===== src/hdl/sbme_pkg.sv =====
package sbme_pkg;

  localparam int CMD_W  = 4;
  localparam int REG_W  = 4;
  localparam int BYTE_W = 8;
  localparam int ADDR_W = 8;

  localparam int NUM_REGS  = 16;
  localparam int MEM_DEPTH = 256;

  localparam logic [CMD_W-1:0] OP_LOAD_MEM = 4'h1;
  localparam logic [CMD_W-1:0] OP_LOAD_IMM = 4'h2;
  localparam logic [CMD_W-1:0] OP_STORE    = 4'h3;
  localparam logic [CMD_W-1:0] OP_MOVE     = 4'h4;
  localparam logic [CMD_W-1:0] OP_ADD      = 4'h5;
  localparam logic [CMD_W-1:0] OP_HALT     = 4'hC;

  typedef struct packed {
    logic [CMD_W-1:0]  cmd;
    logic [REG_W-1:0]  reg_r;
    logic [BYTE_W-1:0] operand_byte;
  } instr_t;

  typedef struct packed {
    logic              executed;
    logic              halted;
    logic              reg_write_valid;
    logic [REG_W-1:0]  reg_write_index;
    logic [BYTE_W-1:0] write_data;
    logic              mem_write_valid;
    logic [ADDR_W-1:0] mem_write_address;
  } result_t;

endpackage


===== src/hdl/sbme_in_if.sv =====
interface sbme_in_if;
  logic                        valid;
  logic                        ready;
  logic [sbme_pkg::CMD_W-1:0]  cmd;
  logic [sbme_pkg::REG_W-1:0]  reg_r;
  logic [sbme_pkg::BYTE_W-1:0] operand_byte;

  modport source (output valid, cmd, reg_r, operand_byte, input ready);
  modport sink   (input valid, cmd, reg_r, operand_byte, output ready);
endinterface


===== src/hdl/sbme_out_if.sv =====
interface sbme_out_if;
  logic                        valid;
  logic                        ready;
  logic                        executed;
  logic                        halted;
  logic                        reg_write_valid;
  logic [sbme_pkg::REG_W-1:0]  reg_write_index;
  logic [sbme_pkg::BYTE_W-1:0] write_data;
  logic                        mem_write_valid;
  logic [sbme_pkg::ADDR_W-1:0] mem_write_address;

  modport source (output valid, executed, halted, reg_write_valid, reg_write_index,
                  write_data, mem_write_valid, mem_write_address, input ready);
  modport sink   (input valid, executed, halted, reg_write_valid, reg_write_index,
                  write_data, mem_write_valid, mem_write_address, output ready);
endinterface


===== src/hdl/sbme_ram.sv =====
module sbme_ram #(
  parameter int WIDTH = 8,
  parameter int DEPTH = 16
) (
  input  logic                     clk,
  input  logic                     we,
  input  logic [$clog2(DEPTH)-1:0] waddr,
  input  logic [WIDTH-1:0]         wdata,
  input  logic                     re,
  input  logic [$clog2(DEPTH)-1:0] raddr,
  output logic [WIDTH-1:0]         rdata
);

  logic [WIDTH-1:0] mem_r [DEPTH];
  logic [WIDTH-1:0] rdata_r;

  always_ff @(posedge clk) begin
    if (we) begin
      mem_r[waddr] <= wdata;
    end
    if (re) begin
      rdata_r <= mem_r[raddr];
    end
  end

  assign rdata = rdata_r;

endmodule


===== src/hdl/sbme_exec.sv =====
module sbme_exec (
  input  sbme_pkg::instr_t              instr_i,
  input  logic                          halt_i,
  input  logic [sbme_pkg::BYTE_W-1:0]   rf_a_i,
  input  logic [sbme_pkg::BYTE_W-1:0]   rf_b_i,
  input  logic [sbme_pkg::BYTE_W-1:0]   mem_i,
  input  logic [sbme_pkg::ADDR_W-1:0]   mem_addr_i,
  output sbme_pkg::result_t             res_o
);

  always_comb begin
    res_o        = '0;
    res_o.halted = halt_i;
    if (!halt_i) begin
      case (instr_i.cmd)
        sbme_pkg::OP_LOAD_MEM: begin
          res_o.executed        = 1'b1;
          res_o.reg_write_valid = 1'b1;
          res_o.reg_write_index = instr_i.reg_r;
          res_o.write_data      = mem_i;
        end
        sbme_pkg::OP_LOAD_IMM: begin
          res_o.executed        = 1'b1;
          res_o.reg_write_valid = 1'b1;
          res_o.reg_write_index = instr_i.reg_r;
          res_o.write_data      = instr_i.operand_byte;
        end
        sbme_pkg::OP_STORE: begin
          res_o.executed          = 1'b1;
          res_o.mem_write_valid   = 1'b1;
          res_o.mem_write_address = mem_addr_i;
          res_o.write_data        = rf_a_i;
        end
        sbme_pkg::OP_MOVE: begin
          res_o.executed        = 1'b1;
          res_o.reg_write_valid = 1'b1;
          res_o.reg_write_index = instr_i.operand_byte[sbme_pkg::REG_W-1:0];
          res_o.write_data      = rf_a_i;
        end
        sbme_pkg::OP_ADD: begin
          res_o.executed        = 1'b1;
          res_o.reg_write_valid = 1'b1;
          res_o.reg_write_index = instr_i.reg_r;
          res_o.write_data      = rf_a_i + rf_b_i;
        end
        sbme_pkg::OP_HALT: begin
          res_o.executed = 1'b1;
          res_o.halted   = 1'b1;
        end
        default: begin
          res_o.executed = 1'b0;
        end
      endcase
    end
  end

endmodule


===== src/hdl/simple_byte_machine_executor_core.sv =====
// Channel | Dir | Handshake    | Payload
// in_ch   | in  | valid/ready  | cmd, reg_r, operand_byte
// out_ch  | out | valid/ready  | executed, halted, reg_write_valid, reg_write_index,
//         |     |              | write_data, mem_write_valid, mem_write_address
//
// One item per cycle sustained while out_ch is ready; results pass the execute stage, then the output register.
// Register file and data memory reads are issued on acceptance (registered RAM read),
// execution and write-back happen as the item moves into the output register.
// Reset is synchronous; per-entry valid bits make both stores read as zero at once.
// A stalled output holds the execute stage; input is still taken while a slot frees.
module simple_byte_machine_executor_core #(
  parameter int MEM_DEPTH = sbme_pkg::MEM_DEPTH
) (
  input  logic           clk,
  input  logic           rst_n,
  sbme_in_if.sink        in_ch,
  sbme_out_if.source     out_ch
);

  localparam int MEM_AW = $clog2(MEM_DEPTH);
  localparam int RF_AW  = $clog2(sbme_pkg::NUM_REGS);

  // address wrap table, built at elaboration
  logic [MEM_AW-1:0] wrap_tbl [2**sbme_pkg::ADDR_W];
  for (genvar i = 0; i < 2**sbme_pkg::ADDR_W; i++) begin : g_wrap
    assign wrap_tbl[i] = MEM_AW'(i % MEM_DEPTH);
  end

  logic                  in_fire;
  logic                  s1_fire;
  logic                  s1_v_r;
  sbme_pkg::instr_t      s1_instr_r;
  logic [MEM_AW-1:0]     s1_maddr_r;
  logic                  a_byp_r, b_byp_r, m_byp_r;
  logic                  a_vld_r, b_vld_r, m_vld_r;
  logic [sbme_pkg::BYTE_W-1:0] byp_data_r;
  logic                  halt_r;
  logic                  out_v_r;
  sbme_pkg::result_t     out_r;
  logic [sbme_pkg::NUM_REGS-1:0] rf_vld_r;
  logic [MEM_DEPTH-1:0]  mem_vld_r;

  sbme_pkg::instr_t      in_instr;
  logic [RF_AW-1:0]      rd_a_addr, rd_b_addr;
  logic [MEM_AW-1:0]     rd_m_addr;
  logic [sbme_pkg::BYTE_W-1:0] rf_a_q, rf_b_q, mem_q;
  logic [sbme_pkg::BYTE_W-1:0] rf_a, rf_b, mem_d;
  sbme_pkg::result_t     res;
  logic                  rf_we, mem_we;
  logic [RF_AW-1:0]      rf_waddr;

  assign in_instr.cmd          = in_ch.cmd;
  assign in_instr.reg_r        = in_ch.reg_r;
  assign in_instr.operand_byte = in_ch.operand_byte;

  assign s1_fire     = s1_v_r && (!out_v_r || out_ch.ready);
  assign in_ch.ready = !s1_v_r || s1_fire;
  assign in_fire     = in_ch.valid && in_ch.ready;

  assign rd_a_addr = (in_ch.cmd == sbme_pkg::OP_STORE) ? in_ch.reg_r
                                                       : in_ch.operand_byte[7:4];
  assign rd_b_addr = in_ch.operand_byte[3:0];
  assign rd_m_addr = wrap_tbl[in_ch.operand_byte];

  assign rf_we    = s1_fire && res.reg_write_valid;
  assign mem_we   = s1_fire && res.mem_write_valid;
  assign rf_waddr = res.reg_write_index;

  sbme_ram #(.WIDTH(sbme_pkg::BYTE_W), .DEPTH(sbme_pkg::NUM_REGS)) u_rf_a (
    .clk   (clk),
    .we    (rf_we),
    .waddr (rf_waddr),
    .wdata (res.write_data),
    .re    (in_fire),
    .raddr (rd_a_addr),
    .rdata (rf_a_q)
  );

  sbme_ram #(.WIDTH(sbme_pkg::BYTE_W), .DEPTH(sbme_pkg::NUM_REGS)) u_rf_b (
    .clk   (clk),
    .we    (rf_we),
    .waddr (rf_waddr),
    .wdata (res.write_data),
    .re    (in_fire),
    .raddr (rd_b_addr),
    .rdata (rf_b_q)
  );

  sbme_ram #(.WIDTH(sbme_pkg::BYTE_W), .DEPTH(MEM_DEPTH)) u_dmem (
    .clk   (clk),
    .we    (mem_we),
    .waddr (s1_maddr_r),
    .wdata (res.write_data),
    .re    (in_fire),
    .raddr (rd_m_addr),
    .rdata (mem_q)
  );

  // forwarded write beats the RAM, unwritten entries read as zero
  assign rf_a  = a_byp_r ? byp_data_r : (a_vld_r ? rf_a_q : '0);
  assign rf_b  = b_byp_r ? byp_data_r : (b_vld_r ? rf_b_q : '0);
  assign mem_d = m_byp_r ? byp_data_r : (m_vld_r ? mem_q : '0);

  sbme_exec u_exec (
    .instr_i    (s1_instr_r),
    .halt_i     (halt_r),
    .rf_a_i     (rf_a),
    .rf_b_i     (rf_b),
    .mem_i      (mem_d),
    .mem_addr_i (sbme_pkg::ADDR_W'(s1_maddr_r)),
    .res_o      (res)
  );

  always_ff @(posedge clk) begin
    if (in_fire) begin
      s1_instr_r <= in_instr;
      s1_maddr_r <= rd_m_addr;
      a_byp_r    <= rf_we && (rf_waddr == rd_a_addr);
      b_byp_r    <= rf_we && (rf_waddr == rd_b_addr);
      m_byp_r    <= mem_we && (s1_maddr_r == rd_m_addr);
      a_vld_r    <= rf_vld_r[rd_a_addr];
      b_vld_r    <= rf_vld_r[rd_b_addr];
      m_vld_r    <= mem_vld_r[rd_m_addr];
      byp_data_r <= res.write_data;
    end
    if (s1_fire) begin
      out_r <= res;
    end
  end

  always_ff @(posedge clk) begin
    if (!rst_n) begin
      s1_v_r    <= 1'b0;
      out_v_r   <= 1'b0;
      halt_r    <= 1'b0;
      rf_vld_r  <= '0;
      mem_vld_r <= '0;
    end else begin
      if (in_ch.ready) begin
        s1_v_r <= in_ch.valid;
      end
      if (s1_fire) begin
        out_v_r <= 1'b1;
        halt_r  <= res.halted;
      end else if (out_ch.ready) begin
        out_v_r <= 1'b0;
      end
      if (rf_we) begin
        rf_vld_r[rf_waddr] <= 1'b1;
      end
      if (mem_we) begin
        mem_vld_r[s1_maddr_r] <= 1'b1;
      end
    end
  end

  assign out_ch.valid             = out_v_r;
  assign out_ch.executed          = out_r.executed;
  assign out_ch.halted            = out_r.halted;
  assign out_ch.reg_write_valid   = out_r.reg_write_valid;
  assign out_ch.reg_write_index   = out_r.reg_write_index;
  assign out_ch.write_data        = out_r.write_data;
  assign out_ch.mem_write_valid   = out_r.mem_write_valid;
  assign out_ch.mem_write_address = out_r.mem_write_address;

  a_halt_sticky: assert property (@(posedge clk) disable iff (!rst_n)
    halt_r |=> halt_r)
    else $error("halt flag cleared without reset");

  a_no_write_halted: assert property (@(posedge clk) disable iff (!rst_n)
    halt_r |-> !rf_we && !mem_we)
    else $error("store written after halt");

  a_single_write: assert property (@(posedge clk) disable iff (!rst_n)
    !(rf_we && mem_we))
    else $error("register and memory written by one item");

  a_stage_hold: assert property (@(posedge clk) disable iff (!rst_n)
    s1_v_r && !s1_fire |=> s1_v_r && $stable(s1_instr_r))
    else $error("execute stage lost a stalled item");

endmodule

===== src/flat_wrapper.sv =====
// flat-port wrapper written by rule: the top's interface ports become plain ports
module simple_byte_machine_executor_core_flat 
#(
  parameter int MEM_DEPTH = sbme_pkg::MEM_DEPTH
)
  (clk, rst_n, in_ch_valid, in_ch_cmd, in_ch_reg_r, in_ch_operand_byte, in_ch_ready, out_ch_valid, out_ch_executed, out_ch_halted, out_ch_reg_write_valid, out_ch_reg_write_index, out_ch_write_data, out_ch_mem_write_valid, out_ch_mem_write_address, out_ch_ready);
  sbme_in_if in_ch_i ();
  sbme_out_if out_ch_i ();
  input  logic clk;
  input  logic rst_n;
  input wire logic [$bits(in_ch_i.valid)-1:0] in_ch_valid;
  input wire logic [$bits(in_ch_i.cmd)-1:0] in_ch_cmd;
  input wire logic [$bits(in_ch_i.reg_r)-1:0] in_ch_reg_r;
  input wire logic [$bits(in_ch_i.operand_byte)-1:0] in_ch_operand_byte;
  output wire logic [$bits(in_ch_i.ready)-1:0] in_ch_ready;
  output wire logic [$bits(out_ch_i.valid)-1:0] out_ch_valid;
  output wire logic [$bits(out_ch_i.executed)-1:0] out_ch_executed;
  output wire logic [$bits(out_ch_i.halted)-1:0] out_ch_halted;
  output wire logic [$bits(out_ch_i.reg_write_valid)-1:0] out_ch_reg_write_valid;
  output wire logic [$bits(out_ch_i.reg_write_index)-1:0] out_ch_reg_write_index;
  output wire logic [$bits(out_ch_i.write_data)-1:0] out_ch_write_data;
  output wire logic [$bits(out_ch_i.mem_write_valid)-1:0] out_ch_mem_write_valid;
  output wire logic [$bits(out_ch_i.mem_write_address)-1:0] out_ch_mem_write_address;
  input wire logic [$bits(out_ch_i.ready)-1:0] out_ch_ready;
  assign in_ch_i.valid = in_ch_valid;
  assign in_ch_i.cmd = in_ch_cmd;
  assign in_ch_i.reg_r = in_ch_reg_r;
  assign in_ch_i.operand_byte = in_ch_operand_byte;
  assign in_ch_ready = in_ch_i.ready;
  assign out_ch_valid = out_ch_i.valid;
  assign out_ch_executed = out_ch_i.executed;
  assign out_ch_halted = out_ch_i.halted;
  assign out_ch_reg_write_valid = out_ch_i.reg_write_valid;
  assign out_ch_reg_write_index = out_ch_i.reg_write_index;
  assign out_ch_write_data = out_ch_i.write_data;
  assign out_ch_mem_write_valid = out_ch_i.mem_write_valid;
  assign out_ch_mem_write_address = out_ch_i.mem_write_address;
  assign out_ch_i.ready = out_ch_ready;
  simple_byte_machine_executor_core #(.MEM_DEPTH(MEM_DEPTH)) u_core (.clk(clk), .rst_n(rst_n), .in_ch(in_ch_i), .out_ch(out_ch_i));
endmodule

===== config.mk =====
export PLATFORM = sky130hd
export DESIGN_NAME = simple_byte_machine_executor_core_flat
export DESIGN_NICKNAME = d
export VERILOG_FILES = /design/src/hdl/sbme_pkg.sv /design/src/hdl/sbme_in_if.sv /design/src/hdl/sbme_out_if.sv /design/src/hdl/sbme_ram.sv /design/src/hdl/sbme_exec.sv /design/src/hdl/simple_byte_machine_executor_core.sv /design/src/flat_wrapper.sv
export SDC_FILE = /design/constraint.sdc
export NUM_CORES = 2
export LEC_CHECK = 0
export ABC_AREA = 0
export ABC_CLOCK_PERIOD_IN_PS = 13600
export BUFFER_PORTS_ARGS = -buffer_cell sky130_fd_sc_hd__buf_2
export CELL_PAD_IN_SITES_DETAIL_PLACEMENT = 1
export CELL_PAD_IN_SITES_GLOBAL_PLACEMENT = 1
export CORE_UTILIZATION = 45
export CTS_CLUSTER_SIZE = 12
export DETAILED_ROUTE_END_ITERATION = 6
export GPL_ROUTABILITY_DRIVEN = 1
export GPL_TIMING_DRIVEN = 1
export PLACE_DENSITY_LB_ADDON = 0.1
export SLEW_MARGIN = 20
export SYNTH_ARGS = -nofsm -noshare
export SYNTH_HDL_FRONTEND = slang
export SYNTH_SLANG_ARGS = --single-unit

===== constraint.sdc =====
create_clock -name clk -period 13.6 [get_ports clk]
set_input_delay 1.36 -clock clk [delete_from_list [all_inputs] [get_ports clk]]
set_output_delay 1.36 -clock clk [all_outputs]
set_load 0.1 [all_outputs]

[Word level (Yosys, flattened, before mapping)]
Memory sizes are Yosys's and may differ from the RTL's. A register that Yosys moved wholly into a read port is not among the register bits.
Cells that the tools add are included.
Cells by class
  $add $sub $neg: 1
  magnitude comparators: 8
  equal/unequal tests: 10
  multiplexer cells: 31
  bitwise logic cells: 4
  reductions and logical operators: 18
Operators with widths (count)
  $or A256 B256 Y256: 1
  $mux W8: 8
  $pmux W8 S4: 1
  $mux W23: 1
  $lt A8 B9 Y1 const B: 2
  $or A16 B16 Y16: 1
  $lt A4 B5 Y1 const B: 3
  $mux W1: 13
  $eq A4 B2 Y1 const B: 3
  $pmux W5 S2: 1
  $ge A9 B9 Y1 const B: 1
  $logic_and A1 B1 Y1: 9
  $mux W9: 1
  $not A8 Y9: 1
  $add A8 B8 Y8: 1
  $bmux W1 S4: 2
  $bmux W1 S8: 1
  $demux W1 S8: 1
  $eq A4 B3 Y1 const B: 2
  $eq A4 B4 Y1: 2
  $eq A8 B8 Y1: 1
  $ge A8 B1 Y1 const B: 1
  $reduce_or A6 Y1: 1
  $demux W1 S4: 1
  other kinds (10): 13
Storage, ports and cells
  register bits after elaboration: 337
  bits in writable memories: 2304
  memory bits (read-only): 2048
  logic and storage cells: 99
  memories kept: 4
Memory list
  (no name shown): depth 256, bits a word 8, read ports 1, clocked after Yosys merged registers in 0, write ports 0, line simple_byte_machine_executor_core.sv:63  | assign rd_m_addr = wrap_tbl[in_ch.operand_byte];
  u_core.u_dmem.mem_r: depth 256, bits a word 8, read ports 1, clocked after Yosys merged registers in 1, write ports 1, line sbme_ram.sv:14  | logic [WIDTH-1:0] mem_r [DEPTH];
  u_core.u_rf_a.mem_r: depth 16, bits a word 8, read ports 1, clocked after Yosys merged registers in 1, write ports 1, line sbme_ram.sv:14
  u_core.u_rf_b.mem_r: depth 16, bits a word 8, read ports 1, clocked after Yosys merged registers in 1, write ports 1, line sbme_ram.sv:14

[Longest topological paths before layout]
  depth after elaboration: 10
  gate-level depth with buffers: 13

[Modules after synthesis]
Synthesis repeated with hierarchy kept, for this count alone.
Second synthesis, totals
  cell total of the unflattened synthesis: 5660
  area total of the unflattened synthesis: 104921.9 sq um
By module, submodules not included
  sbme_ram at u_core.u_dmem: instances 1, cells an instance 3733, area each 79636.4 sq um, seq. area each 61739.2 sq um
  simple_byte_machine_executor_core: instances 1, cells an instance 1350, area each 13984.7 sq um, seq. area each 7126.8 sq um
  sbme_ram at u_core.u_rf_a ...: instances 2, cells an instance 229, area each 5227.5 sq um, seq. area each 4083.9 sq um
  sbme_exec: instances 1, cells an instance 119, area each 845.8 sq um, seq. area each 0.0 sq um

[Worst setup path after synthesis]
Ideal clock, no wire load.
  path kind: reg2reg
  from: register u_core.a_byp_r
  to: register u_core.byp_data_r[7] (netlist bit), data pin
  setup time: 1.729 ns
  arrival: 9.771 ns
  setup slack: 2.100 ns
  cell stages (with the launch flop): 11
  clock period less this slack: 11.500 ns
  cells stage by stage: edfxtp_1 > clkbuf_1 > nor2b_1 > a22o_1 > ha_1 > a21o_1 > a21oi_1 > o21bai_1 > a21oi_1 > o21ai_0 > o221ai_1
RTL lines
  from (decl): line simple_byte_machine_executor_core.sv:34  | logic a_byp_r, b_byp_r, m_byp_r;
  from (signal assigned): line simple_byte_machine_executor_core.sv:118  | a_byp_r <= rf_we && (rf_waddr == rd_a_addr);
  to (signal assigned): line simple_byte_machine_executor_core.sv:124  | byp_data_r <= res.write_data;
  to (decl): line simple_byte_machine_executor_core.sv:36  | logic [sbme_pkg::BYTE_W-1:0] byp_data_r;

==> flow_summary.json <==
{
  "crit_required_ps": 14140,
  "ys_ff_latch": 2529,
  "synth_cells": 4948,
  "cpMostUsedCell": "buf_4",
  "drive_above_1_share_pct": 24.2,
  "crit_path_end_kind": "flop",
  "slew_viol_final": 0,
  "post-cts-setup-buffers": 0,
  "num_io_pins": 46,
  "clkTransAtPathRegs_ps": 60,
  "status": "finished, violations left",
  "synth_area_um2": 99200,
  "min_period_over_period_pct": 39.4,
  "wl_per_cell_um": 34.1,
  "clockBufferDepth": 4,
  "drc_errors": 3,
  "dp_hpwl_um": 163000,
  "p_leak_nw": 35.8,
  "seq_area_frac_synth_pct": 73.8,
  "antenna_left": 0,
  "placementRows": 171,
  "first_pass_iters": 7,
  "min_path_type": "flop to flop",
  "post_cts_resized": 0,
  "met1_length_um": 122000,
  "insertion_delay_ps": 930,
  "grt_setup_unrepaired": "no",
  "die_w_um": 471,
  "rrSetupSlack_ps": 8240,
  "setup.worst_path.end": "u_core.u_dmem.mem_r[40][4]",
  "htreeDepth": 5,
  "place_congestion": 0.786,
  "cap_violations": 0,
  "critical_path.startpoint": "u_core.b_byp_r",
  "max_stage_delay_ps": 880,
  "hold_ws_ps": 459,
  "synth_edf_count": 2254,
  "regArea_um2": 73200,
  "numCtsBuffers": 288,
  "antenna_found_initial": 9,
  "grt_pass1_vias": 52168,
  "tightest_slew_ps": 1260,
  "syn_to_final_growth_pct": 12.6,
  "fp.dieArea_um2": 222000,
  "slowest_stage": "buf_4",
  "dr_wl_met2_um": 131000,
  "drtIter0Drc": 4862,
  "numClockSinks": 2529,
  "arrival_ps": 5900,
  "vias_per_cell": 6.18,
  "ys_types": 63,
  "synthArstFlopShare_pct": 0,
  "r2r_start": "u_core.b_byp_r",
  "yosys_warnings": 0,
  "topRoutingLayerUsed": "met4",
  "overflow": 0,
  "period_minus_slack_ps": 5360,
  "port-buffer-count": 45,
  "path_class": "flop to flop",
  "cts_root_buf": "clkbuf_16",
  "core_region_area_um2": 218000,
  "hold_viol_final": 0,
  "maxSlewHeadroom_pct": 15.5,
  "worst_r2r_path_depth": 11,
  "p_per_area_nw_per_um2": 149,
  "grt_max_degree": 186,
  "synth_fp_nets": 4976,
  "initial_core_util_pct": 45.5,
  "fin_worst_skew_ps": 49.6,
  "setup_viol": 0,
  "wl_um": 279000,
  "r2r-end": "u_core.u_dmem.mem_r[40][4]",
  "avgSynthCellArea_um2": 20.0,
  "synth_ff_type": "edfxtp_1",
  "vias": 50594,
  "cts_tree": "built",
  "multiInputGateArea_um2": 24600,
  "path_cells": "nor2b_1, a22o_1, ha_1, fa_1, a21o_1, a21oi_1, xnor2_1, nand2_1, a21oi_4, buf_4, buf_4",
  "ctsHoldBuffers": 0,
  "violations": "design-rule violations",
  "fin_setup_tns_ps": 0,
  "irDropWorstVdd_mv": 0.113,
  "wl_met3_um": 19000,
  "nets": 5143,
  "crit_path_start_kind": "flop",
  "crit_path_max_fanout": 92,
  "die_h_um": 471,
  "fmax_mhz": 186,
  "grt_pass1_wl_um": 398000,
  "fill_cells": 19107,
  "grt_use_total_pct": 25.2
}
## worst min path at each step
stage	from	to	slack [ps]	cells after the start
floorplan	u_core.mem_vld_r[102]	u_core.mem_vld_r[102]	440	1
global placement	u_core.mem_vld_r[226]	u_core.mem_vld_r[226]	440	1
detailed placement	u_core.mem_vld_r[226]	u_core.mem_vld_r[226]	450	1
CTS	u_core.mem_vld_r[226]	u_core.mem_vld_r[226]	460	1
global route	u_core.mem_vld_r[202]	u_core.mem_vld_r[202]	470	1
finish	u_core.mem_vld_r[226]	u_core.mem_vld_r[226]	460	1
## kinds of logic (layout without fill, tap and decap cells)
group / count (synthesis) / after routing / synth area share [%]
AOI/OAI and AO/OA: 642 / 642 / 4.63
xor gates and xnor gates: 22 / 22 / 0.194
adders and majority gates: 8 / 8 / 0.109
buffers and inverters: 308 / 684 / 1.75
DFF: 2529 / 2529 / 73.8
muxes: 850 / 850 / 16.8
other: 0 / 3 / 0
and+or+nand+nor: 589 / 589 / 2.67
## metrics by stage
step                setup WS (ps)  utilization (%)  cell area, um^2  cells  total power, mW
finish                       8240             51.2           112000   8181             16.7
global route                 7840             51.2           112000   8180             17.1
CTS                          8170             51.2           112000   8175             16.8
detailed placement           7180             47.1           103000   7676             9.44
global placement             6750             47.1           103000   7675             9.43
floorplan                    2100                -            99200   4948             9.16
## registers in the layout (all words and copies together) (netlist names), 16 cells and up
name and cells:
u_core.mem_vld_r 256, u_core.u_rf_b.mem_r 128, u_core.rf_vld_r 16, u_core.u_dmem.mem_r 2048
## layout by cell type, fill, tap and decap left out, types with 38 or more instances in the layout
cell,netlist,final
edfxtp_1,2254,2254
a211oi_1,40,39
a22oi_1,56,56
clkbuf_16,0,296
dfxtp_1,275,275
nor2_1,299,269
buf_2,76,38
clkbuf_8,0,39
a21oi_1,73,66
nor2b_1,48,42
o21ai_0,46,46
mux4_2,654,654
mux2i_1,185,182
nand2_1,103,94
clkbuf_1,129,104
buf_4,52,124
o21a_1,274,274
## critical path: cells and delay by family, from the launching register on
family / cells / cell delay, ps
adder cells (fa/ha/maj): 2 / 680
flip-flops: 1 / 570
AND/OR/NAND/NOR: 2 / 360
AO/OA/AOI/OAI: 4 / 1260
XOR/XNOR: 1 / 160
buffers and inverters: 2 / 1750
## where the power goes
part           switching (mW)  internal [mW]
clock network            3.02           4.37
registers              0.0242           8.44
logic                   0.531          0.270
## Yosys cell counts (all sizes together), types with 10 or more instances
cell type / count / area, um^2
a211oi: 40 / 300
a21o: 10 / 75.1
a21oi: 73 / 365
a221oi: 13 / 114
a22o: 27 / 236
a22oi: 56 / 420
a31oi: 12 / 75.1
and2: 13 / 81.3
buf: 177 / 1240
clkbuf: 129 / 484
dfxtp: 275 / 5510
edfxtp: 2254 / 67700
mux2: 10 / 113
mux2i: 186 / 1870
mux4: 654 / 14700
nand2: 103 / 387
nand2b: 28 / 175
nand3: 36 / 180
nor2: 299 / 1120
nor2b: 48 / 300
nor3: 22 / 121
o211ai: 33 / 248
o21a: 274 / 2060
o21ai: 47 / 235
o22ai: 19 / 119
xnor2: 17 / 149
## per-layer routing
metal	up-vias	GRT usage (%)
li1	20753	-
met1	27721	36.9
met2	1756	38.8
met3	364	4.78
met4	0	6.77
met5	-	0
## cell type report
class,instances,area share (%)
Antenna cell,3,0.00672
Multi-Input combinational cell,2111,22.0
Clock buffer,439,7.46
Clock inverter,60,0.469
Tap cell,2854,3.20
Timing Repair Buffer,183,1.34
Inverter,2,0.00672
Sequential cell,2529,65.5
Power figures use the tool's default switching activity.
